$ cat src/rtl/core/rhf_pkg.sv
`default_nettype none
package rhf_pkg;

    // Sizes
    localparam int MAX_WIDTH_DEF = 4096;
    localparam int VAL_W         = 8;
    localparam int HGT_W         = 32;
    localparam int IMG_W_W       = 13;
    localparam int IMG_H_W       = 16;
    localparam int TOL_W         = 31;
    localparam int CFG_W         = 31;
    localparam int CFG_IDX_W     = 2;
    localparam int RING_N        = 8;
    localparam int QUEUE_DEPTH   = 2;
    localparam int ACC_W         = 38;   // weighted sums of up to eight samples
    localparam int DIST_W        = 40;   // distance to the weighted mean z
    localparam int DIV_W         = 36;   // dividend magnitude
    localparam int KW_W          = 4;    // weight sum, at most 12
    localparam int KV_W          = 12;   // weighted value sum, at most 3060
    localparam int CNT_W         = 6;

    // Reset values of the configuration registers
    localparam logic [IMG_W_W-1:0] IMG_W_RST = 13'd4096;
    localparam logic [IMG_H_W-1:0] IMG_H_RST = 16'd4096;
    localparam logic [TOL_W-1:0]   Z_TOL_RST = 31'd3277;

    // Configuration register indexes
    typedef enum logic [CFG_IDX_W-1:0] {
        CFG_IMAGE_WIDTH  = 2'd0,
        CFG_IMAGE_HEIGHT = 2'd1,
        CFG_Z_TOLERANCE  = 2'd2
    } cfg_idx_t;

    // Window tap of each ring place, clockwise from the top-left
    localparam logic [3:0] RING_TAP [RING_N] = '{4'd0, 4'd1, 4'd2, 4'd5,
                                                 4'd8, 4'd7, 4'd6, 4'd3};
    localparam int CENTRE_TAP = 4;

    // One pixel, value in the lowest bits
    typedef struct packed {
        logic signed [HGT_W-1:0] h;
        logic signed [HGT_W-1:0] z;
        logic [VAL_W-1:0]        v;
    } pix_t;

    // One classified window handed from the front to the back
    typedef struct packed {
        logic                                hole;
        logic [RING_N-1:0][VAL_W-1:0]        v;
        logic [RING_N-1:0][HGT_W-1:0]        z;
        logic [RING_N-1:0][HGT_W-1:0]        h;
    } ring_t;

    // Back-end sequencer states
    typedef enum logic [2:0] {
        B_IDLE,
        B_SUM,
        B_NEAR,
        B_KEEP,
        B_PREP,
        B_DIV,
        B_DONE
    } back_state_t;

    // True when two candidates lie three to five ring places apart
    function automatic logic ring_framed(input logic [RING_N-1:0] cand);
        logic hit;
        hit = 1'b0;
        for (int i = 0; i < RING_N; i++) begin
            for (int k = i + 3; k < RING_N && k <= i + 5; k++) begin
                if (cand[i] && cand[k]) begin
                    hit = 1'b1;
                end
            end
        end
        return hit;
    endfunction

    // One restoring division step: returns {remainder, shifted dividend/quotient}
    function automatic logic [KW_W+DIV_W-1:0] div_step(input logic [DIV_W-1:0] num,
                                                       input logic [KW_W-1:0]  rem,
                                                       input logic [KW_W-1:0]  dvs);
        logic [KW_W:0]   trial;
        logic [KW_W-1:0] rem_new;
        logic            qbit;
        trial = {rem, num[DIV_W-1]};
        if (trial >= {1'b0, dvs}) begin
            rem_new = KW_W'(trial - {1'b0, dvs});
            qbit    = 1'b1;
        end else begin
            rem_new = trial[KW_W-1:0];
            qbit    = 1'b0;
        end
        return {rem_new, num[DIV_W-2:0], qbit};
    endfunction

endpackage
`default_nettype wire

$ cat src/rtl/core/rhf_back.sv
`default_nettype none
module rhf_back (
    input  wire logic                       aclk,
    input  wire logic                       aresetn,
    input  wire logic                       q_empty,
    input  wire rhf_pkg::ring_t             q_entry,
    output      logic                       q_pop,
    input  wire logic [rhf_pkg::TOL_W-1:0]  z_tolerance,
    output      logic                       m_valid,
    input  wire logic                       m_ready,
    output      logic                       m_filled,
    output      rhf_pkg::pix_t              m_pix
);
    import rhf_pkg::*;

    back_state_t state_reg, state_next;

    logic [RING_N-1:0][VAL_W-1:0] rv_reg, rv_next;
    logic [RING_N-1:0][HGT_W-1:0] rz_reg, rz_next;
    logic [RING_N-1:0][HGT_W-1:0] rh_reg, rh_next;
    logic [RING_N-1:0]            cand_reg, cand_next;
    logic [2:0]                   idx_reg, idx_next;
    logic [KW_W-1:0]              sw_reg, sw_next;
    logic signed [ACC_W-1:0]      sz_reg, sz_next;
    logic [DIST_W-1:0]            best_reg, best_next;
    logic                         found_reg, found_next;
    logic signed [HGT_W-1:0]      zref_reg, zref_next;
    logic [KW_W-1:0]              kw_reg, kw_next;
    logic [KV_W-1:0]              kv_reg, kv_next;
    logic signed [ACC_W-1:0]      kz_reg, kz_next;
    logic signed [ACC_W-1:0]      kh_reg, kh_next;
    logic [DIV_W-1:0]             nv_reg, nv_next, nz_reg, nz_next, nh_reg, nh_next;
    logic [KW_W-1:0]              remv_reg, remv_next, remz_reg, remz_next;
    logic [KW_W-1:0]              remh_reg, remh_next;
    logic                         negz_reg, negz_next, negh_reg, negh_next;
    logic [CNT_W-1:0]             cnt_reg, cnt_next;
    logic                         fill_reg, fill_next;
    logic                         mval_reg, mval_next;
    logic                         mfill_reg;
    pix_t                         mpix_reg;
    logic                         out_load;

    // Current ring place
    logic signed [HGT_W-1:0]  cz, ch;
    logic [VAL_W-1:0]         cv;
    logic                     is_cand, heavy;
    logic signed [ACC_W-1:0]  cz_ext, ch_ext, czw, chw;
    logic signed [36:0]       prod;
    logic signed [DIST_W-1:0] diff;
    logic [DIST_W-1:0]        near_gap;
    logic signed [HGT_W:0]    dz;
    logic [HGT_W:0]           adz;
    logic                     keep;
    logic [KW_W-1:0]          wt;
    logic [KV_W-1:0]          cvw;
    logic [RING_N-1:0]        entry_cand;
    logic [DIV_W-1:0]         akz, akh;
    logic [KW_W+DIV_W-1:0]    stv, stz, sth;
    pix_t                     res_pix;

    always_comb begin
        cz      = rz_reg[idx_reg];
        ch      = rh_reg[idx_reg];
        cv      = rv_reg[idx_reg];
        is_cand = cand_reg[idx_reg];
        heavy   = !idx_reg[0];
        wt      = heavy ? KW_W'(2) : KW_W'(1);
        cz_ext  = ACC_W'(cz);
        ch_ext  = ACC_W'(ch);
        czw     = heavy ? (cz_ext <<< 1) : cz_ext;
        chw     = heavy ? (ch_ext <<< 1) : ch_ext;
        cvw     = heavy ? (KV_W'(cv) << 1) : KV_W'(cv);
        // distance of this candidate from the weighted mean, scaled by the weight sum
        prod    = cz * $signed({1'b0, sw_reg});
        diff    = DIST_W'(prod) - DIST_W'(sz_reg);
        near_gap = diff[DIST_W-1] ? DIST_W'(-diff) : DIST_W'(diff);
        dz      = (HGT_W+1)'(cz) - (HGT_W+1)'(zref_reg);
        adz     = dz[HGT_W] ? (HGT_W+1)'(-dz) : (HGT_W+1)'(dz);
        keep    = is_cand && (adz < (HGT_W+1)'(z_tolerance));
        for (int k = 0; k < RING_N; k++) begin
            entry_cand[k] = (q_entry.v[k] != '0);
        end
        akz     = kz_reg[ACC_W-1] ? DIV_W'(-kz_reg) : DIV_W'(kz_reg);
        akh     = kh_reg[ACC_W-1] ? DIV_W'(-kh_reg) : DIV_W'(kh_reg);
        stv     = div_step(nv_reg, remv_reg, kw_reg);
        stz     = div_step(nz_reg, remz_reg, kw_reg);
        sth     = div_step(nh_reg, remh_reg, kw_reg);
    end

    // Assemble the result
    always_comb begin
        if (fill_reg) begin
            res_pix.v = nv_reg[VAL_W-1:0];
            res_pix.z = negz_reg ? -nz_reg[HGT_W-1:0] : nz_reg[HGT_W-1:0];
            res_pix.h = negh_reg ? -nh_reg[HGT_W-1:0] : nh_reg[HGT_W-1:0];
        end else begin
            res_pix = '0;
        end
    end

    // Next state
    always_comb begin
        state_next = state_reg;
        unique case (state_reg)
            B_IDLE: begin
                if (!q_empty) begin
                    state_next = (q_entry.hole && ring_framed(entry_cand)) ? B_SUM : B_DONE;
                end
            end
            B_SUM:  if (idx_reg == 3'd7) state_next = B_NEAR;
            B_NEAR: if (idx_reg == 3'd7) state_next = B_KEEP;
            B_KEEP: if (idx_reg == 3'd7) state_next = B_PREP;
            B_PREP: state_next = (kw_reg == '0) ? B_DONE : B_DIV;
            B_DIV:  if (cnt_reg == CNT_W'(DIV_W - 1)) state_next = B_DONE;
            B_DONE: if (!mval_reg || m_ready) state_next = B_IDLE;
            default: state_next = B_IDLE;
        endcase
    end

    // Control outputs
    always_comb begin
        q_pop    = (state_reg == B_IDLE) && !q_empty;
        out_load = (state_reg == B_DONE) && (!mval_reg || m_ready);
    end

    // Datapath
    always_comb begin
        rv_next    = rv_reg;
        rz_next    = rz_reg;
        rh_next    = rh_reg;
        cand_next  = cand_reg;
        idx_next   = idx_reg;
        sw_next    = sw_reg;
        sz_next    = sz_reg;
        best_next  = best_reg;
        found_next = found_reg;
        zref_next  = zref_reg;
        kw_next    = kw_reg;
        kv_next    = kv_reg;
        kz_next    = kz_reg;
        kh_next    = kh_reg;
        nv_next    = nv_reg;
        nz_next    = nz_reg;
        nh_next    = nh_reg;
        remv_next  = remv_reg;
        remz_next  = remz_reg;
        remh_next  = remh_reg;
        negz_next  = negz_reg;
        negh_next  = negh_reg;
        cnt_next   = cnt_reg;
        fill_next  = fill_reg;
        unique case (state_reg)
            B_IDLE: begin
                // take the next window and clear the sums
                if (!q_empty) begin
                    rv_next    = q_entry.v;
                    rz_next    = q_entry.z;
                    rh_next    = q_entry.h;
                    cand_next  = entry_cand;
                    idx_next   = '0;
                    sw_next    = '0;
                    sz_next    = '0;
                    found_next = 1'b0;
                    kw_next    = '0;
                    kv_next    = '0;
                    kz_next    = '0;
                    kh_next    = '0;
                    fill_next  = 1'b0;
                end
            end
            B_SUM: begin
                if (is_cand) begin
                    sw_next = sw_reg + wt;
                    sz_next = sz_reg + czw;
                end
                idx_next = idx_reg + 1'b1;
            end
            B_NEAR: begin
                // first candidate wins a tie
                if (is_cand && (!found_reg || near_gap < best_reg)) begin
                    best_next  = near_gap;
                    zref_next  = cz;
                    found_next = 1'b1;
                end
                idx_next = idx_reg + 1'b1;
            end
            B_KEEP: begin
                if (keep) begin
                    kw_next = kw_reg + wt;
                    kv_next = kv_reg + cvw;
                    kz_next = kz_reg + czw;
                    kh_next = kh_reg + chw;
                end
                idx_next = idx_reg + 1'b1;
            end
            B_PREP: begin
                nv_next   = DIV_W'(kv_reg);
                nz_next   = akz;
                nh_next   = akh;
                negz_next = kz_reg[ACC_W-1];
                negh_next = kh_reg[ACC_W-1];
                remv_next = '0;
                remz_next = '0;
                remh_next = '0;
                cnt_next  = '0;
                fill_next = (kw_reg != '0);
            end
            B_DIV: begin
                {remv_next, nv_next} = stv;
                {remz_next, nz_next} = stz;
                {remh_next, nh_next} = sth;
                cnt_next = cnt_reg + 1'b1;
            end
            B_DONE: begin
            end
            default: begin
            end
        endcase
    end

    // Output register handshake
    always_comb begin
        mval_next = mval_reg;
        if (out_load) begin
            mval_next = 1'b1;
        end else if (m_ready) begin
            mval_next = 1'b0;
        end
    end

    always_ff @(posedge aclk) begin
        if (!aresetn) begin
            state_reg <= B_IDLE;
            mval_reg  <= 1'b0;
        end else begin
            state_reg <= state_next;
            mval_reg  <= mval_next;
        end
    end

    always_ff @(posedge aclk) begin
        rv_reg    <= rv_next;
        rz_reg    <= rz_next;
        rh_reg    <= rh_next;
        cand_reg  <= cand_next;
        idx_reg   <= idx_next;
        sw_reg    <= sw_next;
        sz_reg    <= sz_next;
        best_reg  <= best_next;
        found_reg <= found_next;
        zref_reg  <= zref_next;
        kw_reg    <= kw_next;
        kv_reg    <= kv_next;
        kz_reg    <= kz_next;
        kh_reg    <= kh_next;
        nv_reg    <= nv_next;
        nz_reg    <= nz_next;
        nh_reg    <= nh_next;
        remv_reg  <= remv_next;
        remz_reg  <= remz_next;
        remh_reg  <= remh_next;
        negz_reg  <= negz_next;
        negh_reg  <= negh_next;
        cnt_reg   <= cnt_next;
        fill_reg  <= fill_next;
        if (out_load) begin
            mfill_reg <= fill_reg;
            mpix_reg  <= res_pix;
        end
    end

    assign m_valid  = mval_reg;
    assign m_filled = mfill_reg;
    assign m_pix    = mpix_reg;

endmodule
`default_nettype wire

$ cat config.mk
export PLATFORM = sky130hd
export DESIGN_NAME = rhf_back
export DESIGN_NICKNAME = d
export VERILOG_FILES = /design/src/rtl/core/rhf_pkg.sv /design/src/rtl/core/rhf_back.sv
export SDC_FILE = /design/constraint.sdc
export NUM_CORES = 2
export LEC_CHECK = 0
export BUFFER_PORTS_ARGS = -buffer_cell sky130_fd_sc_hd__buf_2
export CORE_MARGIN = 4
export CORE_UTILIZATION = 50
export CTS_BUF_LIST = sky130_fd_sc_hd__clkbuf_8 sky130_fd_sc_hd__clkbuf_16
export CTS_CLUSTER_DIAMETER = 80
export CTS_CLUSTER_SIZE = 8
export DETAILED_ROUTE_END_ITERATION = 10
export PLACE_DENSITY = 0.7
export REMOVE_ABC_BUFFERS = 1
export SKIP_CTS_REPAIR_TIMING = 1
export SYNTH_ARGS = -nofsm -noshare
export SYNTH_HDL_FRONTEND = slang
export SYNTH_SLANG_ARGS = --single-unit
$ cat constraint.sdc
create_clock -name aclk -period 33 [get_ports aclk]
set_input_delay 6.6 -clock aclk [delete_from_list [all_inputs] [get_ports aclk]]
set_output_delay 6.6 -clock aclk [all_outputs]
set_load 0.02 [all_outputs]
# After elaboration in Yosys (flattened, before gate mapping)

Index checks and enable logic that the tools add are counted.

Register bits after elaboration: 1,000

Multiplexer cells: 77
Bitwise operators: 1
Order comparisons: 6
Multiply operators: 1
Add/sub/neg operators: 19
Equality and inequality tests: 17
Reduce and logical (&&, ||, !) cells: 49

Operators by type and width:

| operator                                | number |
|---|---|
| one-hot mux 38 bit (2 select lines)     | 3 |
| one-hot mux 36 bit (2 select lines)     | 3 |
| binary-select mux 32 bit (select 3 bit) | 2 |
| two-way mux 32 bit                      | 6 |
| two-way mux 38 bit                      | 4 |
| adder 38 x 33 -> 38 bit                 | 3 |
| two-way mux 36 bit                      | 2 |
| negation 36 bit                         | 2 |
| negation 32 bit                         | 2 |
| nonzero test 8 bit                      | 8 |
| less-than comparator 40 bit             | 1 |
| two-way mux 40 bit                      | 1 |
| negation 39 -> 40 bit                   | 1 |
| one-hot mux 4 bit (2 select lines)      | 5 |
| subtractor 37 x 38 -> 39 bit            | 1 |
| multiplier 32 x 5 -> 37 bit             | 1 |
| less-than comparator 33 x 31 -> 1 bit   | 1 |
| two-way mux 33 bit                      | 1 |
| negation 33 bit                         | 1 |
| subtractor 32 x 32 -> 33 bit            | 1 |
| binary-select mux 8 bit (select 3 bit)  | 1 |
| two-way mux 12 bit                      | 2 |
| two-way mux 3 bit                       | 8 |
| two-way mux 4 bit                       | 6 |
| other kinds (34)                        | 104 |

# Longest topological paths before layout

Depth in word-level cells: 20
Gate-level depth with buffers: 38
Depth with buffers taken out: 34

# Worst setup path before layout

OpenSTA, ideal clock, no wires.

Path type: input-to-output
Start point: input q_empty
End point: output q_pop
Data required time: 26.400 ns
Arrival: 18.389 ns
Stages: 2
Setup slack: 8.011 ns
Buffers on the path: 0
Path through: or4_1 > inv_1

Longest elaborated chain between the ends: 2

Ends and longest elaborated chain:

| item              | RTL line        | source |
|---|---|---|
| start, declared   | rhf_back.sv:5   | `input wire logic q_empty,` |
| logical NOT 1 bit | --              |  |
| logical AND 1 bit | rhf_back.sv:122 | `q_pop = (state_reg == B_IDLE) && !q_empty;` |
| end, declared     | rhf_back.sv:7   | `output logic q_pop,` |

Every way passes these cells.

# Worst setup path after layout

Ends and elaborated chain as after synthesis.

==> metrics.md <==
| Metric | Value |
|---|---|
| Normalized max-slew margin | `0.177` |
| Final Hold Vio Count | `0` |
| First-pass GRT wire length | `227 mm` |
| Num CTS Buffers | `145` |
| CP required | `26.40 ns` |
| Async S/R FF share, synth | `0` |
| Area Overhead vs Synth | `16.4%` |
| 1st-pass router iterations | `7` |
| Ys flop type | `edfxtp_1` |
| Grt ovf | `0` |
| Via density | `5.63` |
| Placed insts | `6974` |
| Worst reg2reg path depth | `32` |
| Post-route minimum period | `14.79 ns` |
| Count of pins over their slew limit | `0` |
| Antenna-violating nets left | `0` |
| I/O pins | `687` |
| Clock latency on the worst-skew pair | `0.76 ns` |
| Max Freq | `67.6 MHz` |
| PortBufs | `686` |
| Max Clock Skew | `0.0615 ns` |
| Share of cells above drive strength 1 | `0.193` |
| Wirelength per Cell | `20.8 um` |
| Die Area | `122000 um2` |
| Outcome | `finished, final reports clean` |
| Die height | `350 um` |
| Mean Syn Cell Area | `12.0 um2` |
| RSZ-0062 raised after global routing | `no` |
| Startpoint class of the critical path | `primary input` |
| H-tree depth | `4` |
| Synthesized area | `58400 um2` |
| Crit path DAT | `8.19 ns` |
| Setup TNS | `0 ns` |
| Kind of critical path | `primary input to primary output` |
| Root Buffer | `clkbuf_16` |
| DP HPWL | `112 mm` |
| Yosys Warn Count | `0` |
| Die X | `350 um` |
| Vias in the first global route | `40.1k` |
| CTS clk-pin slew, worst paths | `0.05 ns` |
| # setup viols final | `0` |
| Nets | `6645` |
| Maximum root-to-sink buffer count | `3` |
| Final wirelength | `149 mm` |
| Row Count | `125` |
| Post-synth EDFFs | `996` |
| Clock sink count | `1000` |
| Worst Setup End Kind | `primary output` |
| Routability cong. | `0.900` |
| CTS tree | `done` |
| WHS Path Cells | `2` |
| First DRT Iteration DRCs | `3003` |
| Non-Filler Instances | `7173` |
| Vias | `40.4k` |
| Drt drc | `0` |
| Worst-Margin Slew | `1.23 ns` |
| Post-synthesis cell type count | `92` |
| Initial antenna violation count | `50` |
| Register area share after synthesis | `0.513` |
| MaxCap Viol Count | `0` |
| Largest net degree at the start of global routing | `176` |
| Global Route Usage Sum | `0.241` |
| Core Area | `116000 um2` |
| Worst min-delay path class | `flop to flop` |
| Post-synthesis register bit count | `1000` |
| Cells after Synth | `4857` |
| Crit-path max FO | `78` |
| Fin crit share | `0.448` |
| Initial core utilization | `0.503` |
Yosys cell counts (7+ instances only):
library cell | count | area share
edfxtp_1 | 996 | 0.51
inv_1 | 445 | 0.029
ha_1 | 322 | 0.069
nand2_1 | 303 | 0.019
nor2_1 | 268 | 0.017
o21ai_0 | 228 | 0.020
mux2i_1 | 226 | 0.039
a21oi_1 | 213 | 0.018
xnor2_1 | 193 | 0.029
nor2b_1 | 158 | 0.017
xor2_1 | 150 | 0.022
clkbuf_1 | 128 | 0.0082
a21o_1 | 114 | 0.015
fa_1 | 114 | 0.039
mux4_2 | 109 | 0.042
and2_1 | 99 | 0.011
nand3_1 | 74 | 0.0063
nor3_1 | 72 | 0.0062
o31ai_1 | 53 | 0.0068
and3_1 | 48 | 0.0051
nand2b_1 | 46 | 0.0049
o21a_1 | 37 | 0.0048
nor4_1 | 35 | 0.0037
or3_1 | 28 | 0.0030
a211oi_1 | 27 | 0.0035
a31oi_1 | 27 | 0.0029
or4_1 | 27 | 0.0035
buf_1 | 26 | 0.0017
o21bai_1 | 25 | 0.0032
nand4_1 | 23 | 0.0025
o41ai_1 | 22 | 0.0033
nor3b_1 | 19 | 0.0024
o211ai_1 | 17 | 0.0022
or2_2 | 16 | 0.0017
a21boi_0 | 15 | 0.0019
a211o_1 | 13 | 0.0019
a2111oi_0 | 10 | 0.0015
nand3b_1 | 9 | 0.0012
o2111ai_1 | 8 | 0.0012
a31o_2 | 7 | 0.0010
mux2_2 | 7 | 0.0013
layout by cell type, fill, tap and decap left out, drive strengths merged, types with 99 or more instances in the layout:
master	n
o21ai	233
and2	99
mux2i	226
xor2	150
ha	322
inv	456
xnor2	193
nor2	269
edfxtp	996
nor2b	158
fa	114
clkbuf	147
mux4	109
a21o	114
nand2	303
buf	748
a21oi	213
final cells by class:
type | instances | area (um2)
multi-input cells | 3256 | 26200
fillers | 9462 | 48100
clock inverters | 27 | 473
clock buffers | 147 | 3680
repair buffers | 748 | 3950
well taps | 1524 | 1910
inverters | 446 | 1680
diodes | 25 | 62.6
flip-flops and latches | 1000 | 30000
metrics by stage:
step / setup slack, ns / utilization / hold slack [ns] / area, um2
2_1_floorplan: 8.01 / - / 0.484 / 57800
3_3_place_gp: 18.26 / 0.550 / 0.493 / 63800
3_5_place_dp: 18.22 / 0.550 / 0.498 / 63800
4_1_cts: 18.23 / 0.585 / 0.488 / 67900
5_1_grt: 18.16 / 0.586 / 0.538 / 68000
6_report: 18.21 / 0.586 / 0.495 / 68000
critical path, stage by stage:
cell and delay (ns):
buf_2 0.11, or4_1 0.62, inv_8 0.47, buf_2 0.28
kinds of logic after synthesis:
logic type                 count (synthesis)  share of synthesized area
AOI/OAI and AO/OA                        882                     0.0974
other                                      1                  0.0000642
muxes                                    342                     0.0821
xor gates and xnor gates                 343                     0.0514
DFF                                     1000                      0.513
buffers and inverters                    602                     0.0387
adders and majority gates                436                      0.108
and+or+nand+nor                         1251                      0.109
path summary, 6_finish.rpt:
| path | endpoint | startpoint | slack, ns |
|---|---|---|---|
| max reg2reg | best_reg[6] | idx_reg[0] | 20.30 |
| min reg2reg | nv_reg[10] | nv_reg[9] | 0.49 |
| max | q_pop | q_empty | 18.21 |
| min | nv_reg[10] | nv_reg[9] | 0.49 |
routing by layer:
layer	track usage	wire length, um
met5	0	102
met4	0.0936	4830
met3	0.0500	9940
met2	0.394	71600
met1	0.318	62400
Power is not shown: default switching activity piles up to over one toggle a cycle in this logic, so the estimate is an artifact.
