--- config.mk ---
export PLATFORM = sky130hd
export DESIGN_NAME = rhf_queue
export DESIGN_NICKNAME = d
export VERILOG_FILES = /design/src/rtl/core/rhf_pkg.sv /design/src/rtl/core/rhf_queue.sv
export SDC_FILE = /design/constraint.sdc
export NUM_CORES = 1
export LEC_CHECK = 0
export CAP_MARGIN = 20
export CELL_PAD_IN_SITES_DETAIL_PLACEMENT = 1
export CELL_PAD_IN_SITES_GLOBAL_PLACEMENT = 2
export CORE_AREA = 2 2 458 460
export CTS_BUF_LIST = sky130_fd_sc_hd__clkbuf_2 sky130_fd_sc_hd__clkbuf_4 sky130_fd_sc_hd__clkbuf_8
export CTS_CLUSTER_SIZE = 8
export DETAILED_ROUTE_END_ITERATION = 10
export DIE_AREA = 0 0 460 462
export DONT_BUFFER_PORTS = 1
export MAX_ROUTING_LAYER = met4
export PLACE_DENSITY_LB_ADDON = 0.15
export SLEW_MARGIN = 10
export SYNTH_ARGS = -nofsm -noshare
export SYNTH_HDL_FRONTEND = slang
export SYNTH_SLANG_ARGS = --single-unit
--- constraint.sdc ---
create_clock -name aclk -period 31.2 [get_ports aclk]
set_input_delay 3.12 -clock aclk [delete_from_list [all_inputs] [get_ports aclk]]
set_output_delay 3.12 -clock aclk [all_outputs]
set_load 0.1 [all_outputs]
--- src/rtl/core/rhf_pkg.sv ---
`default_nettype none
package rhf_pkg;

    // Sizes
    localparam int MAX_WIDTH_DEF = 4096;
    localparam int VAL_W         = 8;
    localparam int HGT_W         = 32;
    localparam int IMG_W_W       = 13;
    localparam int IMG_H_W       = 16;
    localparam int TOL_W         = 31;
    localparam int CFG_W         = 31;
    localparam int CFG_IDX_W     = 2;
    localparam int RING_N        = 8;
    localparam int QUEUE_DEPTH   = 2;
    localparam int ACC_W         = 38;   // weighted sums of up to eight samples
    localparam int DIST_W        = 40;   // distance to the weighted mean z
    localparam int DIV_W         = 36;   // dividend magnitude
    localparam int KW_W          = 4;    // weight sum, at most 12
    localparam int KV_W          = 12;   // weighted value sum, at most 3060
    localparam int CNT_W         = 6;

    // Reset values of the configuration registers
    localparam logic [IMG_W_W-1:0] IMG_W_RST = 13'd4096;
    localparam logic [IMG_H_W-1:0] IMG_H_RST = 16'd4096;
    localparam logic [TOL_W-1:0]   Z_TOL_RST = 31'd3277;

    // Configuration register indexes
    typedef enum logic [CFG_IDX_W-1:0] {
        CFG_IMAGE_WIDTH  = 2'd0,
        CFG_IMAGE_HEIGHT = 2'd1,
        CFG_Z_TOLERANCE  = 2'd2
    } cfg_idx_t;

    // Window tap of each ring place, clockwise from the top-left
    localparam logic [3:0] RING_TAP [RING_N] = '{4'd0, 4'd1, 4'd2, 4'd5,
                                                 4'd8, 4'd7, 4'd6, 4'd3};
    localparam int CENTRE_TAP = 4;

    // One pixel, value in the lowest bits
    typedef struct packed {
        logic signed [HGT_W-1:0] h;
        logic signed [HGT_W-1:0] z;
        logic [VAL_W-1:0]        v;
    } pix_t;

    // One classified window handed from the front to the back
    typedef struct packed {
        logic                                hole;
        logic [RING_N-1:0][VAL_W-1:0]        v;
        logic [RING_N-1:0][HGT_W-1:0]        z;
        logic [RING_N-1:0][HGT_W-1:0]        h;
    } ring_t;

    // Back-end sequencer states
    typedef enum logic [2:0] {
        B_IDLE,
        B_SUM,
        B_NEAR,
        B_KEEP,
        B_PREP,
        B_DIV,
        B_DONE
    } back_state_t;

    // True when two candidates lie three to five ring places apart
    function automatic logic ring_framed(input logic [RING_N-1:0] cand);
        logic hit;
        hit = 1'b0;
        for (int i = 0; i < RING_N; i++) begin
            for (int k = i + 3; k < RING_N && k <= i + 5; k++) begin
                if (cand[i] && cand[k]) begin
                    hit = 1'b1;
                end
            end
        end
        return hit;
    endfunction

    // One restoring division step: returns {remainder, shifted dividend/quotient}
    function automatic logic [KW_W+DIV_W-1:0] div_step(input logic [DIV_W-1:0] num,
                                                       input logic [KW_W-1:0]  rem,
                                                       input logic [KW_W-1:0]  dvs);
        logic [KW_W:0]   trial;
        logic [KW_W-1:0] rem_new;
        logic            qbit;
        trial = {rem, num[DIV_W-1]};
        if (trial >= {1'b0, dvs}) begin
            rem_new = KW_W'(trial - {1'b0, dvs});
            qbit    = 1'b1;
        end else begin
            rem_new = trial[KW_W-1:0];
            qbit    = 1'b0;
        end
        return {rem_new, num[DIV_W-2:0], qbit};
    endfunction

endpackage
`default_nettype wire

--- src/rtl/core/rhf_queue.sv ---
`default_nettype none
module rhf_queue (
    input  wire logic           aclk,
    input  wire logic           aresetn,
    input  wire logic           push,
    input  wire rhf_pkg::ring_t push_data,
    input  wire logic           pop,
    output      rhf_pkg::ring_t pop_data,
    output      logic           full,
    output      logic           empty
);
    import rhf_pkg::*;

    localparam int PTR_W = (QUEUE_DEPTH > 1) ? $clog2(QUEUE_DEPTH) : 1;

    ring_t              slot_reg [QUEUE_DEPTH];
    logic [PTR_W-1:0]   wr_ptr_reg, rd_ptr_reg;
    logic [PTR_W:0]     count_reg;

    assign full     = (count_reg == (PTR_W+1)'(QUEUE_DEPTH));
    assign empty    = (count_reg == '0);
    assign pop_data = slot_reg[rd_ptr_reg];

    // Hold entries
    always_ff @(posedge aclk) begin
        if (push) begin
            slot_reg[wr_ptr_reg] <= push_data;
        end
    end

    // Advance pointers and count
    always_ff @(posedge aclk) begin
        if (!aresetn) begin
            wr_ptr_reg <= '0;
            rd_ptr_reg <= '0;
            count_reg  <= '0;
        end else begin
            if (push) begin
                wr_ptr_reg <= (wr_ptr_reg == PTR_W'(QUEUE_DEPTH - 1)) ? '0 : wr_ptr_reg + 1'b1;
            end
            if (pop) begin
                rd_ptr_reg <= (rd_ptr_reg == PTR_W'(QUEUE_DEPTH - 1)) ? '0 : rd_ptr_reg + 1'b1;
            end
            if (push && !pop) begin
                count_reg <= count_reg + 1'b1;
            end else if (pop && !push) begin
                count_reg <= count_reg - 1'b1;
            end
        end
    end

endmodule
`default_nettype wire

After elaboration in Yosys (flattened, before gate mapping):

Memory sizes are Yosys's and may differ from the RTL's. A register that Yosys moved wholly into a read port is not among the register bits.
Index checks and enable logic that the tools add are counted.

* register bits after elaboration: 4
* RAM bits: 1154
* memories kept: 1
* output and inout bits: 579

* reductions and logical operators: 6
* equality and inequality tests: 1
* add/subtract/negate cells: 4
* mux-type cells: 8

Memories
* slot_reg: depth 2, width 577, rd ports 1, clocked after memory_dff 1, wr ports 1, RTL line rhf_queue.sv:16 `ring_t slot_reg [QUEUE_DEPTH];`

Operators with widths (number)
* $mux W1: 6
* $mux W2: 2
* $add A1 B1 Y1 const B: 2
* $add A2 B1 Y2 const B: 1
* $eq A2 B2 Y1 const B: 1
* $logic_and A1 B1 Y1: 2
* $logic_not A1 Y1: 2
* $logic_not A2 Y1: 1
* $reduce_bool A2 Y1: 1
* $sub A2 B1 Y2 const B: 1

Depth between registers and ports, before layout:

Gate-level depths: netlist (run 1).

* word-level depth: 4
* gate-level depth with buffers: 5
* mapped depth without buffers: 5

Worst setup path before layout (run 1):

No wires, ideal clock.

* path type: in2reg
* from: in push
* to: reg wr_ptr_reg
* data arrival time: 29557 ps
* setup time: 170 ps
* cell stages on the path: 2
* slack: 1472 ps
* cells stage by stage: nor2b_1 -> o21a_1

RTL lines
* start: declaration: RTL line rhf_queue.sv:5 `input wire logic push,`
* end signal: assignment: RTL line rhf_queue.sv:39 `wr_ptr_reg <= (wr_ptr_reg == PTR_W'(QUEUE_DEPTH - 1)) ? '0 : wr_ptr_reg + 1'b1;`
* end: declaration: RTL line rhf_queue.sv:17 `logic [PTR_W-1:0] wr_ptr_reg, rd_ptr_reg;`

==> metrics.txt, run 1 <==
H-tree depth 4; Fin. Hold Viols 0; crit path kind reg -> out; Hold Crit Class reg -> reg; PwrDens slightly above 80 mW/mm²; FP Rows 168; Least-Margin Pin Slew 1150 ps; part of the Yosys area used for sequential elements just over 80%; top post-synthesis cells by area edfxtp_1 (82%), mux2_2 (15%), buf_6 (1.6%); CP Max Fanout between 70 and 80; largest net degree at the start of global routing about 160; Pleak 15.4 nW; max reg flops 1154; vias in the first global route 20.2k; cts repair resizes 0; Layout Nets about 2.6k; Clk pin slew, worst setup/hold paths 50 ps; initial antenna violation count 22; I/O pins 1160; routability cong. between 0.8 and 0.9; Post-Syn Area per Cell 23.1 µm²; DR WL/cell 26.9 µm; RSZ-0062 raised after global routing false; EDFF count, synth 1154; PortBufs 0; Tcrit/Tclk final 28.9%; combinational share of power 19.8%; Syn Nets 2399; Sum Neg Setup Slack 0 ps; Arr. time, crit path 5900 ps; Overall Global Routing Usage between 10% and 20%; vias per cell 3.74; status complete, no violations; DR iter-0 viols 1078; Initial Util 20.2%; Die Width ~460 µm; top cell type's share of synthesized area between 80 and 90%; maximum buffer depth of the clock tree 3; drt total wl ~130 mm; Die H 462 µm; layout cells sized above 1 between 40% and 50%; CTS tree yes; dominant synthesized flop cell edfxtp_1; number of remaining DRC errors 0; family with the most delay on the worst path buffers and inverters; Setup WS post-layout 22180 ps; top-count cell post-synth edfxtp_1; Crit path buffers/inverters 4; Num Clock Sinks 1159; max_cap viols 0; Root Buffer clkbuf_8; Skew-Pair Late Insertion Delay 940 ps; Synth warnings 0; slowest stage delay, CP 990 ps; Max-slew headroom 23.3%; Async S/R FF share, synth 0%; Sequential Power Share 45.7%; max-slew violation count 0; core area roughly 0.21 mm²; post-synthesis instance total 1817; minimum clock period 9020 ps; die area 0.213 mm²; Post-DRT Antenna Nets 0; CP startpoint kind flip-flop; Final setup viols 0; hpwl dp 96.0 mm; Synth area leader edfxtp_1; hold_buf cts 0; sw frac 34.0%; Setup Fix Bufs, Post-CTS 0; peak supply drop 0.0599 mV; global route overflow 0; Clk pwr share 34.5%; Int Pwr 0.00264 W; pre-CTS setup slack about 23000 ps; via count 18.3k; CP endpoint kind output pin; Pre-antenna DRT Iters 5; Yosys cell types 16; Worst Clk Skew 35.7 ps; P_sw 0.00136 W; critical path's slowest cell dfxtp_4; fmax 0.111 GHz; cts bufs inserted 205; first-pass GRT wire length 173 mm; synthesized flop and latch total 1159; CP most frequent cell buf_4; critical path required time 28080 ps; Syn-to-layout area delta 16.9%; most frequent cells after synthesis edfxtp_1 (1154), mux2_2 (577), buf_6 (60); cell area after synthesis approximately 0.042 mm²; ordered cell list for the critical path buf_4 > buf_4 > buf_4 > buf_4 > mux2_2
per-layer routing:
metal,vias to the layer above,GRT usage (%),share of wire (%)
met2,1006,20.3,50
li1,7707,-,-
met3,191,8.39,15
met1,9445,11.2,33
met5,-,-,0
met4,0,3.39,1.9
final cells by class:
cell class / count / area [µm²]
Antenna cell: 37 / 92.6
Clock buffer: 271 / 3330
Clock inverter: 101 / 676
Fill cell: 21700 / 159000
Inverter: 1 / 3.75
Multi-Input combinational cell: 593 / 6630
Sequential cell: 1159 / 34800
Tap cell: 2720 / 3400
Timing Repair Buffer: 24 / 290
layout by cell type (no fill, tap or decap), types with 2 or more instances in the layout:
master / n
and2_1: 3
inv_6: 6
xor2_1: 2
dfxtp_1: 4
clkinv_8: 2
clkbuf_8: 207
clkinvlp_4: 3
mux2_2: 577
buf_4: 17
buf_16: 3
clkinv_1: 56
clkbuf_4: 64
inv_12: 3
bufinv_16: 6
edfxtp_1: 1154
diode_2: 37
clkinv_2: 24
buf_12: 4
worst register-to-register path, cell delays in order, from the launching register on:
cell	delay, ps
dfxtp_1	340
nor2b_4	150
buf_4	560
buf_4	780
buf_4	840
buf_4	990
buf_4	860
metrics by stage:
| stage | hold slack [ps] | cell area, µm² | power, W | cells | utilization, % |
|---|---|---|---|---|---|
| floorplan | 473 | 42100 | 0.00265 | 1817 | - |
| global placement | 501 | 45000 | 0.00266 | 4494 | 21.6 |
| detailed placement | 535 | 45100 | 0.00267 | 4497 | 21.7 |
| CTS | 537 | 49100 | 0.00408 | 4869 | 23.6 |
| global route | 558 | 49200 | 0.00416 | 4903 | 23.6 |
| finish | 532 | 49200 | 0.00400 | 4906 | 23.6 |
cells by family (layout without fill, tap and decap cells):
family                     Yosys count  count (layout)  synth area share [%]
adders and majority gates            1               1                0.0297
other                                0              37                     0
muxes                              577             577                  15.4
and+or+nand+nor                      9               9                 0.128
AOI/OAI and AO/OA                    3               3                0.0476
xor gates and xnor gates             3               3                0.0625
DFF                               1159            1159                  82.6
buffers and inverters               65             397                  1.66
power by group through the flow:
stage / Combinational [W] / Sequential, W / Clock [W]
floorplan: 0.000736 / 0.00191 / 0
global placement: 0.000797 / 0.00186 / 0
detailed placement: 0.000803 / 0.00186 / 0
CTS: 0.000805 / 0.00183 / 0.00144
global route: 0.000812 / 0.00184 / 0.00151
finish: 0.000794 / 0.00183 / 0.00138
final timing paths:
kind	startpoint	end	slack [ps]	cells after the start
worst max-delay path	flip-flop	pop_data[142]	22180	5
worst min-delay path	count_reg[1]$_SDFFE_PN0P_	count_reg[1]$_SDFFE_PN0P_	530	2
worst max register to register	wr_ptr_reg$_SDFFE_PN0P_	slot_reg[0][277]$_DFFE_PP_	26250	6
worst min register to register	count_reg[1]$_SDFFE_PN0P_	count_reg[1]$_SDFFE_PN0P_	530	2
No activity file was read; power rests on OpenSTA's default activity.
==> inputs of run 2 (changes only) <==
==> constraint.sdc (replaced) <==
create_clock -name aclk -period 7.7 [get_ports aclk]
set_input_delay 0.77 -clock aclk [delete_from_list [all_inputs] [get_ports aclk]]
set_output_delay 0.77 -clock aclk [all_outputs]
set_load 0.1 [all_outputs]
==> run 2 against run 1 <==
- die area did not move
- power grew to 4.1 times the previous value
- utilization grew 2.8 points
- cell count increased by 12%
- sequential power increased to 4.0 times the previous value
- via count up 12%
- global-route usage rose by 0.38 points
- clock power rose to 4.0 times the previous value
- cell area grew 12%
- combinational power grew to 4.5 times the previous value
- non-clock buffer count increased by 581
- critical endpoint is now pop_data[117]
==> metrics.txt, run 2 (same netlist as run 1, synthesis figures left out) <==
status complete, no violations; largest net degree at the start of global routing 151 (-3.2%); FP Rows 168 (unchanged); PwrDens 300 mW/mm² (+270%); first-pass GRT wire length 182 mm (+5.0%); CP endpoint kind output pin; RSZ-0062 raised after global routing false; Setup Fix Bufs, Post-CTS 0 (unchanged); Arr. time, crit path 3700 ps (-2200 ps); Placed Area 0.0451 mm² (about the same); Num Clock Sinks 1159 (unchanged); pre-CTS setup slack 4010 ps (-18950 ps); peak supply drop 0.139 mV (+130%); critical path required time 6930 ps (-21150 ps); Sequential Power Share 44.8% (-0.9 points); Pre-antenna DRT Iters 7 (+2); Post-DRT Antenna Nets 0 (unchanged); Reg area 0.0348 mm² (unchanged); CP Max Fanout 46 (-40%); Overall Global Routing Usage 12.6% (+0.38 points); Clk pwr share 33.5% (-1.0 points); I/O pins 1160 (unchanged); initial antenna violation count 60 (+170%); area of the multi-input gates 0.00663 mm² (unchanged); max reg flops 1154 (unchanged); Root Buffer clkbuf_8; core area 0.208 mm² (unchanged); Least-Margin Pin Slew 1240 ps (+89.3 ps); Tcrit/Tclk final 58.1%; cts bufs inserted 207 (+0.98%); Setup WS post-layout 3230 ps (-18950 ps); via count 20.5k (+12%); Syn-to-layout area delta 30.7%; fmax 0.224 GHz; Die Width 460 µm (unchanged); DR iter-0 viols 1122 (+4.1%); hpwl dp 96.3 mm (+0.28%); sw frac 34.7% (+0.65 points); Sum Neg Setup Slack 0 ps (unchanged); max_cap viols 0 (unchanged); DR WL/cell 24.6 µm (-8.7%); Final Power 0.0165 W (+310%); layout cells sized above 1 33.7% (-9.2 points); Final setup viols 0 (unchanged); number of remaining DRC errors 0 (unchanged); die area 0.213 mm² (unchanged); Int Pwr 0.0108 W (+310%); most common cell after layout, fill and taps aside edfxtp_1; Layout Nets 3149 (+23%); vias per cell 3.73 (-0.38%); vias in the first global route 23.0k (+14%); Design Area, Final 0.0550 mm² (+12%); minimum clock period 4470 ps; Max-slew headroom 17.3% (-6.0 points); Skew-Pair Late Insertion Delay 920 ps (-20 ps); combinational share of power 21.7% (+1.9 points); Fill cells 21.7k (-0.12%); P_sw 0.00572 W (+320%); Hold Crit Class in -> reg; Pleak 17.7 nW (+16%); CTS tree yes; drt total wl 135 mm (+2.4%); PortBufs 0 (unchanged); Die H 462 µm (unchanged); routability cong. 0.813 (-4.3%); CP startpoint kind flip-flop; most frequent cells in the layout edfxtp_1 (1154), dlygate4sd3_1 (581), mux2_2 (577); H-tree depth 4 (unchanged); Initial Util 20.2% (unchanged); global route overflow 0 (unchanged); Hold Slack 245 ps (-286 ps); crit path kind reg -> out; Clk pin slew, worst setup/hold paths 60 ps (about the same); Fin. Hold Viols 0 (unchanged); maximum buffer depth of the clock tree 3 (unchanged); Worst Clk Skew 50.0 ps (+14.4 ps); max-slew violation count 0 (unchanged)
[run 2: area by class of cell]
class	count	share of cell area, %
Clock buffer	281	6.19
Inverter	1	0.00683
Clock inverter	87	0.933
Tap cell	2720	6.19
Sequential cell	1159	63.2
Antenna cell	52	0.237
Timing Repair Buffer	605	11.2
Multi-Input combinational cell	593	12.1
[run 2: power groups by stage]
stage	Sequential, W	Combinational [W]	Clock [W]
final	0.00739	0.00358	0.00553
after global routing	0.00742	0.00368	0.00605
after CTS	0.00739	0.00363	0.00580
after detailed placement	0.00753	0.00329	0
after global placement	0.00752	0.00329	0
after floorplan	0.00757	0.00298	0
[run 2: path summary, 6_finish.rpt]
check | from | end | slack [ps] | depth (start not counted)
setup / recovery | flip-flop | pop_data[117] | 3230 | 3
hold / removal | push | slot_reg[0][381]$_DFFE_PP_ | 250 | 1
setup reg to reg | wr_ptr_reg$_SDFFE_PN0P_ | slot_reg[0][143]$_DFFE_PP_ | 5080 | 3
hold reg to reg | count_reg[1]$_SDFFE_PN0P_ | count_reg[1]$_SDFFE_PN0P_ | 530 | 2
[run 2: repair_timing]
action / 4_1_cts / 5_1_grt
endpoints found under the setup margin: 0 / 0
gates resized for setup: 0 / 0
hold buffers: 581 / 0
hold endpoints to repair: 1159 / 0
[run 2: per-stage QoR]
stage,util (%),cells
after floorplan,-,1817
after global placement,21.7,4497
after detailed placement,21.7,4497
final,26.4,5498
after CTS,26.4,5446
after global routing,26.4,5492
[run 2: metal layers]
metal	GRT usage (%)	wire length, µm
met1	12.4	47300
met2	20.8	67300
met3	6.72	16000
met4	4.78	4460
met5	-	0
[run 2: worst max-delay path: stages (launching register included)]
cell and delay, ps:
dfxtp_4 830, buf_4 590, buf_4 560, mux2_2 630
==> inputs of run 3 (changes only) <==
--- a/config.mk
+++ b/config.mk
@@ -5,6 +5,7 @@
 export SDC_FILE = /design/constraint.sdc
 export NUM_CORES = 1
 export LEC_CHECK = 0
+export ABC_AREA = 1
 export CAP_MARGIN = 20
 export CELL_PAD_IN_SITES_DETAIL_PLACEMENT = 1
 export CELL_PAD_IN_SITES_GLOBAL_PLACEMENT = 2
==> constraint.sdc (replaced) <==
create_clock -name aclk -period 3.8 [get_ports aclk]
set_input_delay 0.38 -clock aclk [delete_from_list [all_inputs] [get_ports aclk]]
set_output_delay 0.38 -clock aclk [all_outputs]
set_load 0.1 [all_outputs]
==> run 3 against run 2 <==
- the flow now stops in clock tree synthesis
- area after synthesis about the same
- synthesized cell count increased by 0.72%
==> metrics.txt, run 3 <==
Root Buffer clkbuf_8; I/O pins 1160 (unchanged); hold_buf cts 982 (+69%); cts bufs inserted 210 (+1.4%); mux contribution to synthesized area 15.4% (about the same); maximum buffer depth of the clock tree 3 (unchanged); H-tree depth 4 (unchanged); part of the Yosys area used for sequential elements 82.6% (about the same); cell area after synthesis 0.0421 mm² (about the same); hpwl dp 97.4 mm (+1.2%); Post-Syn Area per Cell 23.0 µm² (-0.68%); Yosys cell types 13 (-3); routability cong. 0.808 (-0.55%); error message [ERROR RSZ-0060] Max buffer count reached.; FP Rows 168 (unchanged); Post-Synth Adder-Cell Area 0.0297% (about the same); synthesized flop and latch total 1159 (unchanged); top-count cell post-synth edfxtp_1; Initial Util 20.2% (about the same); Synth area leader edfxtp_1; PortBufs 0 (unchanged); top post-synthesis cells by area edfxtp_1 (82%), mux2_2 (15%), buf_6 (1.6%); area share of xor/xnor cells in the synthesized design 0% (-0.062 points); Num Clock Sinks 1159 (unchanged); largest family of logic cells by synthesized area multiplexers; most frequent cells after synthesis edfxtp_1 (1154), mux2_2 (577), buf_6 (60); Die H 462 µm (unchanged); Syn Nets 2412 (+0.54%); dominant synthesized flop cell edfxtp_1; cts repair resizes 0 (unchanged); Synth Area in Compound Gates 0.0238% (-0.024 points); Synth warnings 0 (unchanged); Stopped at clock tree synthesis; EDFF count, synth 1154 (unchanged); post-synthesis instance total 1830 (+0.72%); status aborted with a tool error; Die Width 460 µm (unchanged); Async S/R FF share, synth 0% (unchanged); post-synthesis simple-gate area fraction 0.178% (+0.051 points); Setup Fix Bufs, Post-CTS 0 (unchanged); top cell type's share of synthesized area 82.4% (about the same)
==> run 3: logic make-up after synthesis <==
kind of cell | count (synthesis)
adder cells (fa/ha/maj) | 1
flip-flops | 1159
AO/OA/AOI/OAI | 2
multiplexers | 577
AND/OR/NAND/NOR | 19
buffers and inverters | 72
==> run 3: stage by stage <==
step | instance area [µm²] | cells | setup TNS (ps) | utilization (%) | setup slack (ps)
2_1_floorplan | 42100 | 1830 | -6483830 | - | -5710
3_3_place_gp | 45400 | 4531 | 0 | 21.8 | 1400
3_5_place_dp | 45400 | 4531 | 0 | 21.8 | 1380
==> inputs of run 4 (changes only) <==
==> config.mk (replaced) <==
export PLATFORM = sky130hd
export DESIGN_NAME = rhf_queue
export DESIGN_NICKNAME = d
export VERILOG_FILES = /design/src/rtl/core/rhf_pkg.sv /design/src/rtl/core/rhf_queue.sv
export SDC_FILE = /design/constraint.sdc
export NUM_CORES = 1
export LEC_CHECK = 0
export ABC_AREA = 1
export CAP_MARGIN = 20
export CORE_AREA = 2 2 456 458
export DETAILED_ROUTE_END_ITERATION = 10
export DIE_AREA = 0 0 458 460
export DONT_BUFFER_PORTS = 1
export PLACE_DENSITY_LB_ADDON = 0.15
export SLEW_MARGIN = 10
export SYNTH_ARGS = -nofsm -noshare
export SYNTH_HDL_FRONTEND = slang
export SYNTH_SLANG_ARGS = --single-unit
==> constraint.sdc (replaced) <==
create_clock -name aclk -period 4.9 [get_ports aclk]
set_input_delay 0.49 -clock aclk [delete_from_list [all_inputs] [get_ports aclk]]
set_output_delay 0.49 -clock aclk [all_outputs]
set_load 0.1 [all_outputs]
==> run 4 against run 3 <==
- the flow now finishes without violations
- area after synthesis unchanged
- synthesized cell count is the same
==> metrics.txt, run 4 <==
Synth area leader edfxtp_1; Fin. Hold Viols 0; most common cell after layout, fill and taps aside edfxtp_1; Least-Margin Pin Slew 1020 ps; CP Max Fanout 111; DR WL/cell 24.9 µm; Arr. time, crit path 3020 ps; maximum buffer depth of the clock tree 3 (unchanged); DR iter-0 viols about 1.4k; Fill cells 20.6k; cell area after synthesis 0.0421 mm² (unchanged); top-count cell post-synth edfxtp_1; Max-slew headroom 31.9%; Hold Slack 124 ps; post-synthesis instance total 1830 (unchanged); Skew-Pair Late Insertion Delay 780 ps; Post-Syn Area per Cell 23.0 µm² (unchanged); Syn-to-layout area delta 32.6%; Overall Global Routing Usage between 10 and 15%; EDFF count, synth 1154 (unchanged); worst reg2reg path endpoint slot_reg[1][85]$_DFFE_PP_; Die Width 458 µm (-0.43%); Sequential Power Share 43.4%; Die H 460 µm (-0.43%); Yosys cell types 13 (unchanged); P_sw 0.00844 W; status complete, no violations; part of the Yosys area used for sequential elements 82.6% (unchanged); Worst Clk Skew 34.9 ps; Syn Nets 2412 (unchanged); combinational share of power 18.8%; vias per cell about 3.8; cts bufs inserted 137 (-35%); minimum clock period 3510 ps; core area 0.206 mm²; PortBufs 0 (unchanged); area share of xor/xnor cells in the synthesized design 0% (unchanged); synthesized flop and latch total 1159 (unchanged); peak supply drop 0.296 mV; Hold Crit Class in -> reg; Pleak 18.0 nW; drt total wl 134 mm; PwrDens 481 mW/mm²; Worst Reg-to-Reg Cells 3; Num Clock Sinks 1159 (unchanged); CP endpoint kind output pin; layout cells sized above 1 31.2%; min-delay src push; via count 20.5k; post-synthesis simple-gate area fraction 0.178% (unchanged); most frequent cells after synthesis edfxtp_1 (1154), mux2_2 (577), buf_6 (60); Post-DRT Antenna Nets 0; first-pass GRT wire length 183 mm; Tcrit/Tclk final 71.7%; Async S/R FF share, synth 0% (unchanged); Reg2Reg Setup Slack around 2300 ps; largest net degree at the start of global routing 123; crit path kind reg -> out; die area 0.211 mm²; max-slew violation count 0; Initial Util 20.4% (+0.20 points); number of remaining DRC errors 0; vias in the first global route 22.3k; hpwl dp 99.6 mm (+2.2%); fmax 0.285 GHz; sw frac between 30% and 40%; WHS Path Cells 2; most frequent cells in the layout edfxtp_1 (1154), dlygate4sd3_1 (583), mux2_2 (577); CTS tree yes; RR Startpoint wr_ptr_reg$_SDFFE_PN0P_; top cell type's share of synthesized area 82.4% (unchanged); max reg flops 1154; RSZ-0062 raised after global routing false; max_cap viols 0; CP startpoint kind flip-flop; Final setup viols 0; dominant synthesized flop cell edfxtp_1; I/O pins 1160 (unchanged); H-tree depth 4 (unchanged); largest family of logic cells by synthesized area multiplexers; routability cong. 0.831 (+2.9%); initial antenna violation count a little over 60; Pre-antenna DRT Iters 5; Synth Area in Compound Gates 0.0238% (unchanged); mux contribution to synthesized area 15.4% (unchanged); Int Pwr 0.0184 W; Clk pwr share 37.7%; Clk pin slew, worst setup/hold paths 50 ps; global route overflow 0; final core occ between 20% and 30%; FP Rows 167 (-0.60%); Synth warnings 0 (unchanged); Root Buffer clkbuf_16; Final Power between 0.02 and 0.03 W; top post-synthesis cells by area edfxtp_1 (82%), mux2_2 (15%), buf_6 (1.6%); Min-Delay Endpoint slot_reg[0][371]$_DFFE_PP_; Layout Nets slightly above 3k; critical path required time 4410 ps; Post-Synth Adder-Cell Area 0.0297% (unchanged)
-- run 4: cell families after synthesis --
| group | Yosys count |
|---|---|
| and+or+nand+nor | 19 |
| muxes | 577 |
| AOI/OAI and AO/OA | 2 |
| DFF | 1159 |
| adders and majority gates | 1 |
| buffers and inverters | 72 |
-- run 4: timing repair --
| action | in CTS | in global routing |
|---|---|---|
| hold endpoints to repair | 1159 | 0 |
| hold buffers | 583 | 0 |
| setup endpoints to repair | 0 | 0 |
| setup buffers | 0 | 0 |
| gates resized for setup | 0 | 0 |
-- run 4: area by class of cell --
type	instances	area (µm²)	area share, %
Tap cell	2704	3380	6.07
Timing Repair Buffer	626	6390	11.5
Antenna cell	25	62.6	0.112
Sequential cell	1159	34800	62.3
Clock inverter	81	900	1.61
Multi-Input combinational cell	599	6620	11.9
Clock buffer	168	3620	6.49
Inverter	8	46.3	0.0830
-- run 4: worst max path at each step --
stage | endpoint | start | depth (start not counted) | slack (ps)
3_5_place_dp | pop_data[545] | flip-flop | 2 | 2060
2_1_floorplan | slot_reg[1][0]$_DFFE_PP_ | push | 2 | -4720
5_1_grt | pop_data[545] | flip-flop | 2 | 1150
6_report | pop_data[545] | flip-flop | 2 | 1390
3_3_place_gp | pop_data[545] | flip-flop | 2 | 2090
4_1_cts | pop_data[545] | flip-flop | 2 | 1180
-- run 4: per-layer routing --
| layer | wire, µm | global-route usage (%) |
|---|---|---|
| met3 | 12900 | 5.31 |
| met2 | 67100 | 21.2 |
| met4 | 4390 | 4.76 |
| met1 | 49400 | 13.3 |
| met5 | 167 | 0 |
-- run 4: per-stage QoR --
step	setup slack (ps)	cell area [µm²]	TNS [ps]	instances
after floorplan	-4720	42100	-5346220	1830
after global placement	2090	45300	0	4512
final	1390	55800	0	5370
after CTS	1180	55700	0	5345
after detailed placement	2060	45400	0	4513
after global routing	1150	55800	0	5359
-- run 4: critical path, cell delays in order, from the launching register on --
cell and delay (ps):
dfxtp_4 790, buf_12 450, mux2_2 710
-- run 4: power groups by stage --
stage | registers [W] | clock network [W] | logic, W
3_3_place_gp | 0.0118 | 0 | 0.00457
6_report | 0.0116 | 0.0101 | 0.00505
5_1_grt | 0.0117 | 0.0109 | 0.00518
3_5_place_dp | 0.0119 | 0 | 0.00459
2_1_floorplan | 0.0119 | 0 | 0.00410
4_1_cts | 0.0116 | 0.0105 | 0.00512
